### src/rtl/md5md_pkg.sv
// Shared types, constants and round functions for the MD5 digest block.
`timescale 1ns / 1ps

package md5md_pkg;

    // Item operation codes carried in tuser
    typedef enum logic [1:0] {
        OP_APPEND     = 2'd0,
        OP_APPEND_FIN = 2'd1,
        OP_FINISH     = 2'd2,
        OP_NONE       = 2'd3
    } t_op;

    // Controller states
    typedef enum logic [2:0] {
        ST_IDLE,
        ST_PAD,
        ST_LOAD,
        ST_ROUND,
        ST_FOLD,
        ST_OUT
    } t_state;

    // What follows a compression
    typedef enum logic [1:0] {
        AF_IDLE,
        AF_PAD,
        AF_PAD2,
        AF_OUT
    } t_after;

    localparam int WORD_W   = 32;
    localparam int COUNT_W  = 61;
    localparam int WADDR_W  = 4;
    localparam int LANES    = 4;
    localparam int RND_W    = 6;
    localparam int LEN_POS  = 56;

    localparam logic [7:0]        PAD_MARK = 8'h80;
    localparam logic [WORD_W-1:0] IV_A = 32'h67452301;
    localparam logic [WORD_W-1:0] IV_B = 32'hefcdab89;
    localparam logic [WORD_W-1:0] IV_C = 32'h98badcfe;
    localparam logic [WORD_W-1:0] IV_D = 32'h10325476;

    typedef logic [3:0][WORD_W-1:0] t_words;

    // Control from the sequencer to the round datapath
    typedef struct packed {
        logic init;   // chaining words back to the initial values
        logic load;   // working words take the chaining words
        logic round;  // one compression round
        logic fold;   // chaining words accumulate the working words
    } t_core_ctl;

    // Message word used by round i
    function automatic logic [WADDR_W-1:0] msg_index(input logic [RND_W-1:0] i);
        logic [3:0] j;
        logic [WADDR_W-1:0] w;
        j = i[3:0];
        unique case (i[5:4])
            2'd0: w = j;
            2'd1: w = 4'(4'd5 * j + 4'd1);
            2'd2: w = 4'(4'd3 * j + 4'd5);
            2'd3: w = 4'(4'd7 * j);
            default: w = j;
        endcase
        return w;
    endfunction

    // Left rotate amount of round i
    function automatic logic [4:0] rot_amt(input logic [RND_W-1:0] i);
        logic [4:0] s;
        unique case ({i[5:4], i[1:0]})
            4'h0: s = 5'd7;   4'h1: s = 5'd12;  4'h2: s = 5'd17;  4'h3: s = 5'd22;
            4'h4: s = 5'd5;   4'h5: s = 5'd9;   4'h6: s = 5'd14;  4'h7: s = 5'd20;
            4'h8: s = 5'd4;   4'h9: s = 5'd11;  4'ha: s = 5'd16;  4'hb: s = 5'd23;
            4'hc: s = 5'd6;   4'hd: s = 5'd10;  4'he: s = 5'd15;  4'hf: s = 5'd21;
            default: s = 5'd7;
        endcase
        return s;
    endfunction

    // Additive constant of round i
    function automatic logic [WORD_W-1:0] round_const(input logic [RND_W-1:0] i);
        logic [WORD_W-1:0] k;
        unique case (i)
            6'd0:  k = 32'hd76aa478; 6'd1:  k = 32'he8c7b756;
            6'd2:  k = 32'h242070db; 6'd3:  k = 32'hc1bdceee;
            6'd4:  k = 32'hf57c0faf; 6'd5:  k = 32'h4787c62a;
            6'd6:  k = 32'ha8304613; 6'd7:  k = 32'hfd469501;
            6'd8:  k = 32'h698098d8; 6'd9:  k = 32'h8b44f7af;
            6'd10: k = 32'hffff5bb1; 6'd11: k = 32'h895cd7be;
            6'd12: k = 32'h6b901122; 6'd13: k = 32'hfd987193;
            6'd14: k = 32'ha679438e; 6'd15: k = 32'h49b40821;
            6'd16: k = 32'hf61e2562; 6'd17: k = 32'hc040b340;
            6'd18: k = 32'h265e5a51; 6'd19: k = 32'he9b6c7aa;
            6'd20: k = 32'hd62f105d; 6'd21: k = 32'h02441453;
            6'd22: k = 32'hd8a1e681; 6'd23: k = 32'he7d3fbc8;
            6'd24: k = 32'h21e1cde6; 6'd25: k = 32'hc33707d6;
            6'd26: k = 32'hf4d50d87; 6'd27: k = 32'h455a14ed;
            6'd28: k = 32'ha9e3e905; 6'd29: k = 32'hfcefa3f8;
            6'd30: k = 32'h676f02d9; 6'd31: k = 32'h8d2a4c8a;
            6'd32: k = 32'hfffa3942; 6'd33: k = 32'h8771f681;
            6'd34: k = 32'h6d9d6122; 6'd35: k = 32'hfde5380c;
            6'd36: k = 32'ha4beea44; 6'd37: k = 32'h4bdecfa9;
            6'd38: k = 32'hf6bb4b60; 6'd39: k = 32'hbebfbc70;
            6'd40: k = 32'h289b7ec6; 6'd41: k = 32'heaa127fa;
            6'd42: k = 32'hd4ef3085; 6'd43: k = 32'h04881d05;
            6'd44: k = 32'hd9d4d039; 6'd45: k = 32'he6db99e5;
            6'd46: k = 32'h1fa27cf8; 6'd47: k = 32'hc4ac5665;
            6'd48: k = 32'hf4292244; 6'd49: k = 32'h432aff97;
            6'd50: k = 32'hab9423a7; 6'd51: k = 32'hfc93a039;
            6'd52: k = 32'h655b59c3; 6'd53: k = 32'h8f0ccc92;
            6'd54: k = 32'hffeff47d; 6'd55: k = 32'h85845dd1;
            6'd56: k = 32'h6fa87e4f; 6'd57: k = 32'hfe2ce6e0;
            6'd58: k = 32'ha3014314; 6'd59: k = 32'h4e0811a1;
            6'd60: k = 32'hf7537e82; 6'd61: k = 32'hbd3af235;
            6'd62: k = 32'h2ad7d2bb; 6'd63: k = 32'heb86d391;
            default: k = 32'hd76aa478;
        endcase
        return k;
    endfunction

endpackage

### src/rtl/md5_message_digest.sv
// Top level of the MD5 digest block: item intake, padding and round sequencer.
//
//  channel  | dir | tdata               | tuser            | tlast
//  s_axis   | in  | [7:0] data_byte     | [1:0] operation  | -
//  m_axis   | out | [31:0] digest_word  | [1:0] word_index | last_word
//
// Each append item writes one byte into the block buffer; the 64th byte of a block adds a
// compression (read setup, 64 rounds, fold), with the one-round unit reading one message
// word per cycle from the block buffer.
// Finish writes 1..16 padding words (one per cycle), compresses, and when 8 or fewer
// bytes remain does a second 16-word pass and compression; then 4 items out.
// Reset restores the initial chaining words and a zero byte count; no clearing pass.
// Input is held off while compressing, padding or delivering; output stalls hold the word.
`timescale 1ns / 1ps

module md5_message_digest (
    input  logic        i_clk,
    input  logic        i_rst_n,
    input  logic        i_s_axis_tvalid,
    output logic        o_s_axis_tready,
    input  logic [7:0]  i_s_axis_tdata,   // [7:0] data_byte
    input  logic [1:0]  i_s_axis_tuser,   // [1:0] operation
    output logic        o_m_axis_tvalid,
    input  logic        i_m_axis_tready,
    output logic [31:0] o_m_axis_tdata,   // [31:0] digest_word
    output logic [1:0]  o_m_axis_tuser,   // [1:0] word_index
    output logic        o_m_axis_tlast    // last_word
);
    import md5md_pkg::*;

    t_state               r_state, n_state;
    t_after               r_after, n_after;
    logic [COUNT_W-1:0]   r_cnt, n_cnt;
    logic [WADDR_W-1:0]   r_pw, n_pw;
    logic                 r_pass2, n_pass2;
    logic [RND_W-1:0]     r_rnd, n_rnd;
    logic [1:0]           r_oi, n_oi;

    logic [LANES-1:0]     n_we;
    logic [WADDR_W-1:0]   n_waddr, n_raddr;
    logic [WORD_W-1:0]    n_wdata, w_rdata;
    t_core_ctl            n_ctl;
    t_words               w_hash;
    logic                 w_in_acc, w_out_acc;
    logic [COUNT_W-1:0]   w_cnt_inc;
    logic [5:0]           w_used;
    logic [63:0]          w_len_bits;
    logic [5:0]           w_pos;
    t_op                  w_op;

    assign w_op       = t_op'(i_s_axis_tuser);
    assign w_in_acc   = i_s_axis_tvalid && o_s_axis_tready;
    assign w_out_acc  = o_m_axis_tvalid && i_m_axis_tready;
    assign w_cnt_inc  = r_cnt + 1'b1;
    assign w_used     = r_cnt[5:0];
    assign w_len_bits = {r_cnt, 3'b000};

    md5md_msg_mem u_mem (
        .i_clk   (i_clk),
        .i_we    (n_we),
        .i_waddr (n_waddr),
        .i_wdata (n_wdata),
        .i_raddr (n_raddr),
        .o_rdata (w_rdata)
    );

    md5md_core u_core (
        .i_clk   (i_clk),
        .i_rst_n (i_rst_n),
        .i_ctl   (n_ctl),
        .i_rnd   (r_rnd),
        .i_msg   (w_rdata),
        .o_hash  (w_hash)
    );

    // control registers
    always_ff @(posedge i_clk) begin
        if (!i_rst_n) begin
            r_state <= ST_IDLE;
            r_after <= AF_IDLE;
            r_cnt   <= '0;
            r_pw    <= '0;
            r_pass2 <= 1'b0;
            r_rnd   <= '0;
            r_oi    <= '0;
        end else begin
            r_state <= n_state;
            r_after <= n_after;
            r_cnt   <= n_cnt;
            r_pw    <= n_pw;
            r_pass2 <= n_pass2;
            r_rnd   <= n_rnd;
            r_oi    <= n_oi;
        end
    end

    // next state, memory accesses and datapath control
    always_comb begin
        n_state = r_state;
        n_after = r_after;
        n_cnt   = r_cnt;
        n_pw    = r_pw;
        n_pass2 = r_pass2;
        n_rnd   = r_rnd;
        n_oi    = r_oi;
        n_we    = '0;
        n_waddr = r_pw;
        n_wdata = '0;
        n_raddr = msg_index('0);
        n_ctl   = '0;
        w_pos   = '0;
        o_s_axis_tready = 1'b0;
        o_m_axis_tvalid = 1'b0;

        unique case (r_state)
            ST_IDLE: begin
                o_s_axis_tready = 1'b1;
                n_waddr = r_cnt[5:2];
                n_wdata = {LANES{i_s_axis_tdata}};
                if (w_in_acc) begin
                    unique case (w_op)
                        OP_APPEND, OP_APPEND_FIN: begin
                            n_we[r_cnt[1:0]] = 1'b1;
                            n_cnt   = w_cnt_inc;
                            n_pass2 = 1'b0;
                            n_pw    = w_cnt_inc[5:2];
                            if (w_cnt_inc[5:0] == '0) begin
                                n_state = ST_LOAD;
                                n_after = (w_op == OP_APPEND) ? AF_IDLE : AF_PAD;
                            end else if (w_op == OP_APPEND_FIN) begin
                                n_state = ST_PAD;
                            end
                        end
                        OP_FINISH: begin
                            n_pass2 = 1'b0;
                            n_pw    = r_cnt[5:2];
                            n_state = ST_PAD;
                        end
                        OP_NONE: ;
                        default: ;
                    endcase
                end
            end

            // one padding word per cycle: marker, zeros, bit length
            ST_PAD: begin
                for (int l = 0; l < LANES; l++) begin
                    w_pos = {r_pw, 2'(l)};
                    if (r_pass2 || w_pos >= w_used) begin
                        n_we[l] = 1'b1;
                    end
                    if ((r_pass2 || w_used < 6'(LEN_POS)) && w_pos >= 6'(LEN_POS)) begin
                        n_wdata[8*l +: 8] = w_len_bits[8*w_pos[2:0] +: 8];
                    end else if (!r_pass2 && w_pos == w_used) begin
                        n_wdata[8*l +: 8] = PAD_MARK;
                    end
                end
                n_pw = WADDR_W'(r_pw + 1'b1);
                if (r_pw == '1) begin
                    n_state = ST_LOAD;
                    n_after = (!r_pass2 && w_used >= 6'(LEN_POS)) ? AF_PAD2 : AF_OUT;
                end
            end

            // fetch the first round's word, load working words
            ST_LOAD: begin
                n_raddr    = msg_index('0);
                n_ctl.load = 1'b1;
                n_rnd      = '0;
                n_state    = ST_ROUND;
            end

            ST_ROUND: begin
                n_raddr     = msg_index(RND_W'(r_rnd + 1'b1));
                n_ctl.round = 1'b1;
                n_rnd       = RND_W'(r_rnd + 1'b1);
                if (r_rnd == '1) begin
                    n_state = ST_FOLD;
                end
            end

            ST_FOLD: begin
                n_ctl.fold = 1'b1;
                unique case (r_after)
                    AF_IDLE: n_state = ST_IDLE;
                    AF_PAD: begin
                        n_pass2 = 1'b0;
                        n_state = ST_PAD;
                    end
                    AF_PAD2: begin
                        n_pass2 = 1'b1;
                        n_pw    = '0;
                        n_state = ST_PAD;
                    end
                    AF_OUT: begin
                        n_oi    = '0;
                        n_state = ST_OUT;
                    end
                    default: n_state = ST_IDLE;
                endcase
            end

            ST_OUT: begin
                o_m_axis_tvalid = 1'b1;
                if (w_out_acc) begin
                    n_oi = 2'(r_oi + 1'b1);
                    if (r_oi == 2'd3) begin
                        n_ctl.init = 1'b1;
                        n_cnt      = '0;
                        n_state    = ST_IDLE;
                    end
                end
            end

            default: n_state = ST_IDLE;
        endcase
    end

    assign o_m_axis_tdata = w_hash[r_oi];
    assign o_m_axis_tuser = r_oi;
    assign o_m_axis_tlast = (r_oi == 2'd3);

`ifndef SYNTH
    // intake and delivery never overlap
    a_no_overlap: assert property (@(posedge i_clk) disable iff (!i_rst_n)
        !(o_s_axis_tready && o_m_axis_tvalid))
        else $error("input and output both active");

    // final digest item restarts the byte count
    a_restart: assert property (@(posedge i_clk) disable iff (!i_rst_n)
        (w_out_acc && o_m_axis_tlast) |=> (r_cnt == '0 && r_state == ST_IDLE))
        else $error("count not cleared after digest");

    // the round loop runs its full 64 rounds
    a_rounds: assert property (@(posedge i_clk) disable iff (!i_rst_n)
        (r_state == ST_ROUND && r_rnd != '1) |=> (r_state == ST_ROUND))
        else $error("round loop left early");

    // the last round is followed by the fold
    a_fold: assert property (@(posedge i_clk) disable iff (!i_rst_n)
        (r_state == ST_ROUND && r_rnd == '1) |=> (r_state == ST_FOLD))
        else $error("fold missing after last round");

    // output starts at word a after a fold
    a_first_word: assert property (@(posedge i_clk) disable iff (!i_rst_n)
        $rose(o_m_axis_tvalid) |-> (o_m_axis_tuser == 2'd0))
        else $error("digest does not start at word a");
`endif

endmodule

### src/rtl/md5md_msg_mem.sv
// Block buffer: 16 message words with byte-lane writes and a registered read.
`timescale 1ns / 1ps

module md5md_msg_mem (
    input  logic                                i_clk,
    input  logic [md5md_pkg::LANES-1:0]         i_we,
    input  logic [md5md_pkg::WADDR_W-1:0]       i_waddr,
    input  logic [md5md_pkg::WORD_W-1:0]        i_wdata,
    input  logic [md5md_pkg::WADDR_W-1:0]       i_raddr,
    output logic [md5md_pkg::WORD_W-1:0]        o_rdata
);
    import md5md_pkg::*;

    logic [WORD_W-1:0] r_mem [1<<WADDR_W];

    // byte-lane write; lane 0 holds the lowest-addressed byte
    always_ff @(posedge i_clk) begin
        for (int l = 0; l < LANES; l++) begin
            if (i_we[l]) begin
                r_mem[i_waddr][8*l +: 8] <= i_wdata[8*l +: 8];
            end
        end
    end

    // synchronous read into a registered output
    always_ff @(posedge i_clk) begin
        o_rdata <= r_mem[i_raddr];
    end

endmodule

### src/rtl/md5md_core.sv
// Chaining words and the one-round-per-cycle MD5 compression datapath.
`timescale 1ns / 1ps

module md5md_core (
    input  logic                          i_clk,
    input  logic                          i_rst_n,
    input  md5md_pkg::t_core_ctl          i_ctl,
    input  logic [md5md_pkg::RND_W-1:0]   i_rnd,
    input  logic [md5md_pkg::WORD_W-1:0]  i_msg,
    output md5md_pkg::t_words             o_hash
);
    import md5md_pkg::*;

    t_words            r_h;
    logic [WORD_W-1:0] r_a, r_b, r_c, r_d;
    logic [WORD_W-1:0] r_pre;       // a + K of the coming round
    logic [WORD_W-1:0] n_f, n_sum, n_rot;
    logic [2*WORD_W-1:0] n_dbl;

    // round function, sum and rotate
    always_comb begin
        unique case (i_rnd[5:4])
            2'd0: n_f = r_d ^ (r_b & (r_c ^ r_d));
            2'd1: n_f = r_c ^ (r_d & (r_b ^ r_c));
            2'd2: n_f = r_b ^ r_c ^ r_d;
            2'd3: n_f = r_c ^ (r_b | ~r_d);
            default: n_f = '0;
        endcase
        n_sum = r_pre + n_f + i_msg;
        n_dbl = {n_sum, n_sum} << rot_amt(i_rnd);
        n_rot = n_dbl[2*WORD_W-1:WORD_W];
    end

    // chaining words
    always_ff @(posedge i_clk) begin
        if (!i_rst_n || i_ctl.init) begin
            r_h <= {IV_D, IV_C, IV_B, IV_A};
        end else if (i_ctl.fold) begin
            r_h[0] <= r_h[0] + r_a;
            r_h[1] <= r_h[1] + r_b;
            r_h[2] <= r_h[2] + r_c;
            r_h[3] <= r_h[3] + r_d;
        end
    end

    // working words
    always_ff @(posedge i_clk) begin
        if (i_ctl.load) begin
            r_a   <= r_h[0];
            r_b   <= r_h[1];
            r_c   <= r_h[2];
            r_d   <= r_h[3];
            r_pre <= r_h[0] + round_const('0);
        end else if (i_ctl.round) begin
            r_a   <= r_d;
            r_b   <= r_b + n_rot;
            r_c   <= r_b;
            r_d   <= r_c;
            r_pre <= r_d + round_const(RND_W'(i_rnd + 1'b1));
        end
    end

    assign o_hash = r_h;

endmodule

### config.mk
export PLATFORM = sky130hd
export DESIGN_NAME = md5_message_digest
export DESIGN_NICKNAME = d
export VERILOG_FILES = /design/src/rtl/md5md_pkg.sv /design/src/rtl/md5_message_digest.sv /design/src/rtl/md5md_msg_mem.sv /design/src/rtl/md5md_core.sv
export SDC_FILE = /design/constraint.sdc
export NUM_CORES = 2
export LEC_CHECK = 0
export BUFFER_PORTS_ARGS = -buffer_cell sky130_fd_sc_hd__buf_2
export CORE_MARGIN = 2
export CORE_UTILIZATION = 40
export DETAILED_ROUTE_END_ITERATION = 10
export SYNTH_ARGS = -nofsm -noshare
export SYNTH_HDL_FRONTEND = slang
export SYNTH_SLANG_ARGS = --single-unit
### constraint.sdc
create_clock -name i_clk -period 18.45 [get_ports i_clk]
set_input_delay 5.535 -clock i_clk [delete_from_list [all_inputs] [get_ports i_clk]]
set_output_delay 5.535 -clock i_clk [all_outputs]
set_load 0.02 [all_outputs]
* After elaboration in Yosys (flattened, before gate mapping)
Memories as Yosys holds them, arrays and structs flattened. A register that Yosys moved wholly into a read port is not among the register bits.
Cells that the tools add are included.
** Storage, ports and cells
- Memories :: 3
- Bits in latches :: 0
- Logic and storage cells :: 231
- Flip-flop bits (word level) :: 367
- Output and inout port bits :: 37
- ROM bits :: 2128
- Bits of input ports :: 14
- Bits in writable memories :: 512
** Operators by class
- Equal/unequal tests :: 36
- Mux-type cells :: 88
- Shift-type cells :: 5
- Bitwise gates (word level) :: 10
- Div/mod/pow operators :: 0
- Reduce and logical (&&, ||, !) cells :: 42
- Multipliers :: 3
- Magnitude comparators :: 13
- Add/subtract/negate cells :: 15
** Memories
- (name not given) :: words 64, bits a word 32, read ports 1, clocked after Yosys merged registers in 0, write ports 0, RTL line md5md_pkg.sv:86 : unique case (i)
- u_mem.r_mem :: words 16, bits a word 32, read ports 1, clocked after Yosys merged registers in 1, write ports 1, RTL line md5md_msg_mem.sv:14 : logic [WORD_W-1:0] r_mem [1<<WADDR_W];
- (name not given) :: words 16, bits a word 5, read ports 1, clocked after Yosys merged registers in 1, write ports 0, RTL line md5md_pkg.sv:73 : unique case ({i[5:4], i[1:0]})
** Operators with widths (count)
- two-way mux 32 bit :: 13
- adder 32 bit :: 8
- indexed part select 64 x 7 -> 8 bit :: 4
- two-way mux 61 bit :: 4
- XOR 32 bit :: 6
- case mux 32 bit (4 select lines) :: 1
- case mux 61 bit (2 select lines) :: 1
- AND 32 bit :: 2
- binary-select mux 32 bit (select 2 bit) :: 1
- two-way mux 8 bit :: 8
- case mux 32 bit (2 select lines) :: 1
- left shift 64 x 5 -> 64 bit :: 1
- adder 61 x 1 -> 61 bit, second input constant :: 1
- adder 32 bit, second input constant :: 1
- two-way mux 4 bit :: 8
- NOT 32 bit :: 1
- OR 32 bit :: 1
- >= comparator 6 bit, second input constant :: 5
- two-way mux 1 bit :: 25
- == test 6 bit :: 4
- >= comparator 6 bit :: 4
- two-way mux 3 bit :: 7
- inequality test 2 bit, second input constant :: 9
- case mux 3 bit (6 select lines) :: 1
- other kinds (44) :: 95

* Longest topological paths before layout
- Depth after elaboration :: 10
- Depth in mapped cells :: 38

* Modules after synthesis
From an unflattened synthesis, not the netlist that was laid out.
** Unflattened totals
- Cells, all modules :: 5456
- Area, all modules :: 56520.5 um^2
** Modules (own cells, without submodules)
- md5md_core :: instances 1, sequential area each 7367.1 um^2, cells each 3842, area each 30384.1 um^2
- md5md_msg_mem :: instances 1, sequential area each 16015.4 um^2, cells each 905, area each 20244.4 um^2
- md5_message_digest :: instances 1, sequential area each 1581.5 um^2, cells each 709, area each 5891.9 um^2

* Worst setup path before layout
No wires, ideal clock.
- Path kind :: register -> register
- Start point :: register r_rnd[5]
- End point :: register u_core.r_b[28], data pin
- Path slack :: 10075 ps
- Path buffers :: 3
- Cell stages (with the launch flop) :: 35
- Clock period less this slack :: 8375 ps
- Arrival time :: 8112 ps
- Data required time :: 18187 ps
- Path through :: dfxtp_1 -> buf_1 -> clkbuf_1 -> buf_1 -> a21oi_1 -> a31oi_1 -> o221ai_1 -> fa_1 -> inv_1 -> ha_1 -> fa_1 -> a211oi_1 -> o21ai_1 -> a21oi_4 -> a21oi_2 -> a21o_1 -> or3_4 -> and2_1 -> mux4_2 -> a22o_1 -> mux2i_1 -> mux2i_1 -> fa_1 -> a21o_1 -> a21o_1 -> a21oi_1 -> o21ai_1 -> a2111oi_1 -> o211a_1 -> nor3_1 -> a41o_1 -> or4_1 -> a31oi_1 -> xor2_1 -> o21ai_1
** Between the ends
- Word-level cells in the longest chain between the ends :: 8
- Elaborated cells on any way between the ends :: 11
- Classes of those cells :: add/sub (3); eq/ne (3); shift (1); mux (3); reduce/logical (1)
** RTL lines
- start: declaration :: RTL line md5_message_digest.sv:36 : logic [RND_W-1:0] r_rnd, n_rnd;
- start signal: assignment :: RTL line md5_message_digest.sv:92 : r_rnd <= n_rnd;
- == test 2 bit (tied with other cells) :: RTL line md5md_core.sv:22 : unique case (i_rnd[5:4])
- case mux 32 bit (4 select lines) (*) :: RTL line md5md_core.sv:22
- adder 32 bit (*) (2 in series) :: RTL line md5md_core.sv:29 : n_sum = r_pre + n_f + i_msg;
- left shift 64 x 5 -> 64 bit (*) :: RTL line md5md_core.sv:30 : n_dbl = {n_sum, n_sum} << rot_amt(i_rnd);
- adder 32 bit (*) :: RTL line md5md_core.sv:56 : r_b <= r_b + n_rot;
- two-way mux 32 bit (*) :: RTL line md5md_core.sv:54 : end else if (i_ctl.round) begin
- two-way mux 32 bit (*) :: RTL line md5md_core.sv:48 : if (i_ctl.load) begin
- end signal: assignment :: RTL line md5md_core.sv:50 : r_b <= r_h[1];
- end signal: assignment :: RTL line md5md_core.sv:56
- end: declaration :: RTL line md5md_core.sv:15 : logic [WORD_W-1:0] r_a, r_b, r_c, r_d;
Every way passes the cells marked *; elsewhere a longest branch is shown, timed or not. The select of a mux whose other input is x is not followed.
A chain may end at the register's enable or synchronous reset.

* Worst setup path after layout
- Start point :: register r_rnd[4]
- End point :: register u_core.r_b[28], data pin
The elaborated chain is that of the path after synthesis.

==> results.toml <==
[synthesis]
synth_seq_cells = 916
synth_top_family_by_area = "compound AO/OA/AOI/OAI gates"
synth_area_sq_um = 57500
yosys.area_share.simple = 0.163
synthDistinctLibCells = 100
synthAdderAreaFrac = 0.0717
ys_seq_area_frac = 0.436
synth_compound_area_frac = 0.203
synth-xor-area-share = 0.0465
synth_ff_type = "edfxtp_1"
synth_fp_nets = 6568
avgSynthCellArea_sq_um = 9.19
synthCells = 6251
synth-edff-count = 672
async_flop_share = 0
yosysWarnings = 0
muxShareOfSynthArea = 0.0374

[placement]
port-buffer-count = 50
post-dp-hpwl_um = 135000
pre_cts_slack_ns = 8.13
place_inst = 7909
gp_congestion = 0.944
place_area_sq_um = 59500

[grt]
grt_overflow = 0
grt_pass1_wl_um = 285000
grt_max_degree = 190
grt_pass1_vias = 44431
grt_usage = 0.254
antenna_found_initial = 5

[detailed_routing]
num_vias = 48174
wirelength_um = 191000
wl_per_cell_um = 23.6
route.met2.wl_um = 85700
wl_met3_um = 12800
drc = 0
drtAntennaViolNets = 0
drt_iter0_markers = 5683
firstDrtPassIters = 8
wl_met1_um = 85900
vias_per_cell = 5.95
highest_layer = "met4"

[die]
rows = 139
die_area_sq_um = 147000
die_x_um = 383
io_pins = 51
fp.dieH_um = 383
core_area_sq_um = 143000
initial_core_util = 0.401

[final_layout]
final_util = 0.439
fin_area_sq_um = 62800
nets = 6426
drive_gt1_frac = 0.0684
stdcell_count = 8102
syn_to_final_growth_pct = 9.34

[timing]
hold_viol_final = 0
setup_slack_ns = 7.88
maxSlewHeadroom = 0.0921
clock.fmax_ghz = 0.0946
period_share = 0.573
worst_pin_slew_ns = 1.36
skew_ns = 0.105
rsz0062_at_grt = "no"
setup_viol = 0
fin_crit_ns = 10.57
fin_tns_setup_ns = 0
final-max-slew-violation-count = 0
hold_ws_ns = 0.491

[power]
cellLeakagePower_nw = 23.2
report.power.total_mw = 10.3
irDropWorstVdd_uv = 146
switching_share = 0.434
p_clk_frac = 0.198
p_sw_mw = 4.49
p_int_mw = 5.86
power_density_nw_per_um2 = 165
seqPwrFrac = 0.275
p_comb_frac = 0.527

[worst_setup_path]
max_stage_delay_ns = 0.93
crit_required_ns = 18.89
crit_buf_inv = 2
cp.arrival_ns = 11.00
slowest_stage = "dfxtp_4"
critPathMaxFanout = 106
crit_type = "flip-flop to flip-flop"
cp-start-kind = "flip-flop"
cp-end-kind = "flip-flop"
crit_family = "compound AO/OA/AOI/OAI gates"

[clock_network]
cts_max_path_buffers = 3
clock_sinks = 916
cts_hold_buffers = 0
cts_tree = "yes"
ctsRootBufferMaster = "clkbuf_16"
cts_buffers = 101
clkTransAtPathRegs_ns = 0.06
clk_latency_ns = 0.77
cts_setup_buffers = 0
cts_resized = 0
cts.htree.levels = 3

[min_path]
worstHoldPathType = "flip-flop to flip-flop"

[run_status]
status = "complete, no violations"

[flow_run]
maxCapViolCount = 0
-- power groups by stage --
| stage | registers [mW] | logic, mW | clock network [mW] |
|---|---|---|---|
| final | 2.85 | 5.45 | 2.04 |
| after global routing | 2.86 | 6.00 | 2.16 |
| after CTS | 2.85 | 5.36 | 2.08 |
| after detailed placement | 2.89 | 5.32 | 0 |
| after global placement | 2.88 | 5.29 | 0 |
| after floorplan | 2.78 | 3.90 | 0 |
-- cell usage after synthesis (14+ instances only) --
| library cell | number | area share |
|---|---|---|
| o21a_1 | 49 | 0.0064 |
| o21ai_0 | 334 | 0.029 |
| a211oi_1 | 212 | 0.028 |
| dfxtp_1 | 244 | 0.085 |
| nand4_1 | 28 | 0.0030 |
| buf_1 | 33 | 0.0022 |
| inv_1 | 257 | 0.017 |
| a311oi_1 | 77 | 0.012 |
| nor2_1 | 455 | 0.030 |
| nand2_1 | 1013 | 0.066 |
| ha_1 | 262 | 0.057 |
| and3_1 | 36 | 0.0039 |
| a2111oi_0 | 14 | 0.0021 |
| or3_1 | 33 | 0.0036 |
| a22oi_1 | 14 | 0.0018 |
| o22ai_1 | 45 | 0.0049 |
| a31oi_1 | 116 | 0.013 |
| o31ai_1 | 22 | 0.0029 |
| a221oi_1 | 38 | 0.0058 |
| nand3_1 | 102 | 0.0089 |
| o21ai_1 | 22 | 0.0019 |
| nand2b_1 | 32 | 0.0035 |
| xnor2_1 | 155 | 0.024 |
| o221ai_1 | 14 | 0.0021 |
| a21boi_0 | 16 | 0.0021 |
| mux2i_1 | 83 | 0.014 |
| o211ai_1 | 76 | 0.0099 |
| xor2_1 | 150 | 0.023 |
| a21o_1 | 84 | 0.011 |
| edfxtp_1 | 672 | 0.35 |
| a21oi_1 | 505 | 0.044 |
| a211o_1 | 15 | 0.0023 |
| clkbuf_1 | 334 | 0.022 |
| mux2_2 | 27 | 0.0053 |
| nor3_1 | 157 | 0.014 |
| o21bai_1 | 29 | 0.0038 |
| and2_1 | 153 | 0.017 |
| mux4_2 | 45 | 0.018 |
| nor2b_1 | 37 | 0.0040 |
| o311ai_0 | 16 | 0.0024 |
| fa_1 | 41 | 0.014 |
-- cell families (layout without fill, tap and decap cells) --
| family | after synthesis | after routing |
|---|---|---|
| mux | 155 | 155 |
| simple gates | 2117 | 2117 |
| xor+xnor | 305 | 305 |
| other cells | 0 | 2 |
| compound gates | 1809 | 1809 |
| buf+inv | 644 | 590 |
| fa+ha+maj | 305 | 305 |
| flops | 916 | 916 |
-- state kept, by name, summed over array words and instances, names as in the netlist, 4 cells and up, named ones only --
register / count
u_mem.r_mem: 512
u_core.o_hash: 128
r_cnt: 61
u_core.r_a: 32
u_core.r_b: 32
u_core.r_c: 32
u_core.r_d: 32
u_core.r_pre: 32
u_mem.o_rdata: 32
r_rnd: 6
r_pw: 4
-- final timing paths --
kind	startpoint	depth (start not counted)	endpoint	slack (ns)
worst min-delay path	r_after[0]	2	r_after[0]	0.49
worst max-delay path	r_rnd[4]	34	u_core.r_b[28]	7.88
worst max register to register	r_rnd[4]	34	u_core.r_b[28]	7.88
worst min register to register	r_after[0]	2	r_after[0]	0.49
-- area by class of cell --
type                            instances  area [sq um]
Clock buffer                          131          2760
Timing Repair Buffer                  135           913
Antenna cell                            2          5.00
Fill cell                           13684         80300
Tap cell                             1903          2380
Inverter                              264           996
Clock inverter                         60           594
Multi-Input combinational cell       4691         30100
Sequential cell                       916         25100
-- routing by layer --
metal,up-vias,GRT usage
met1,23524,0.364
met5,-,0
met4,0,0.0831
met2,1792,0.393
met3,298,0.0340
li1,22560,-
-- cell usage in the layout, fill, tap and decap left out, drive strengths merged, types with 84 or more instances in the layout --
cell    netlist  final
a211oi      213    213
edfxtp      672    672
nand3       102    102
a21oi       510    510
nor2        460    460
ha          262    262
xor2        150    150
and2        154    154
buf          45    135
nand2      1014   1014
nor3        157    157
a21o         84     84
a31oi       116    116
xnor2       155    155
dfxtp       244    244
inv         260    264
o21ai       356    356
clkbuf      335    131
-- worst register-to-register path, delay by kind of cell, from the launching register on --
family	cells	cell delay, ns
AOI/OAI and AO/OA	20	4.77
xor gates and xnor gates	1	0.18
DFF	1	0.93
buffers and inverters	2	0.90
adders and majority gates	5	1.84
muxes	1	0.17
and+or+nand+nor	5	1.48
Note: power is estimated with default switching activity, not from simulation.
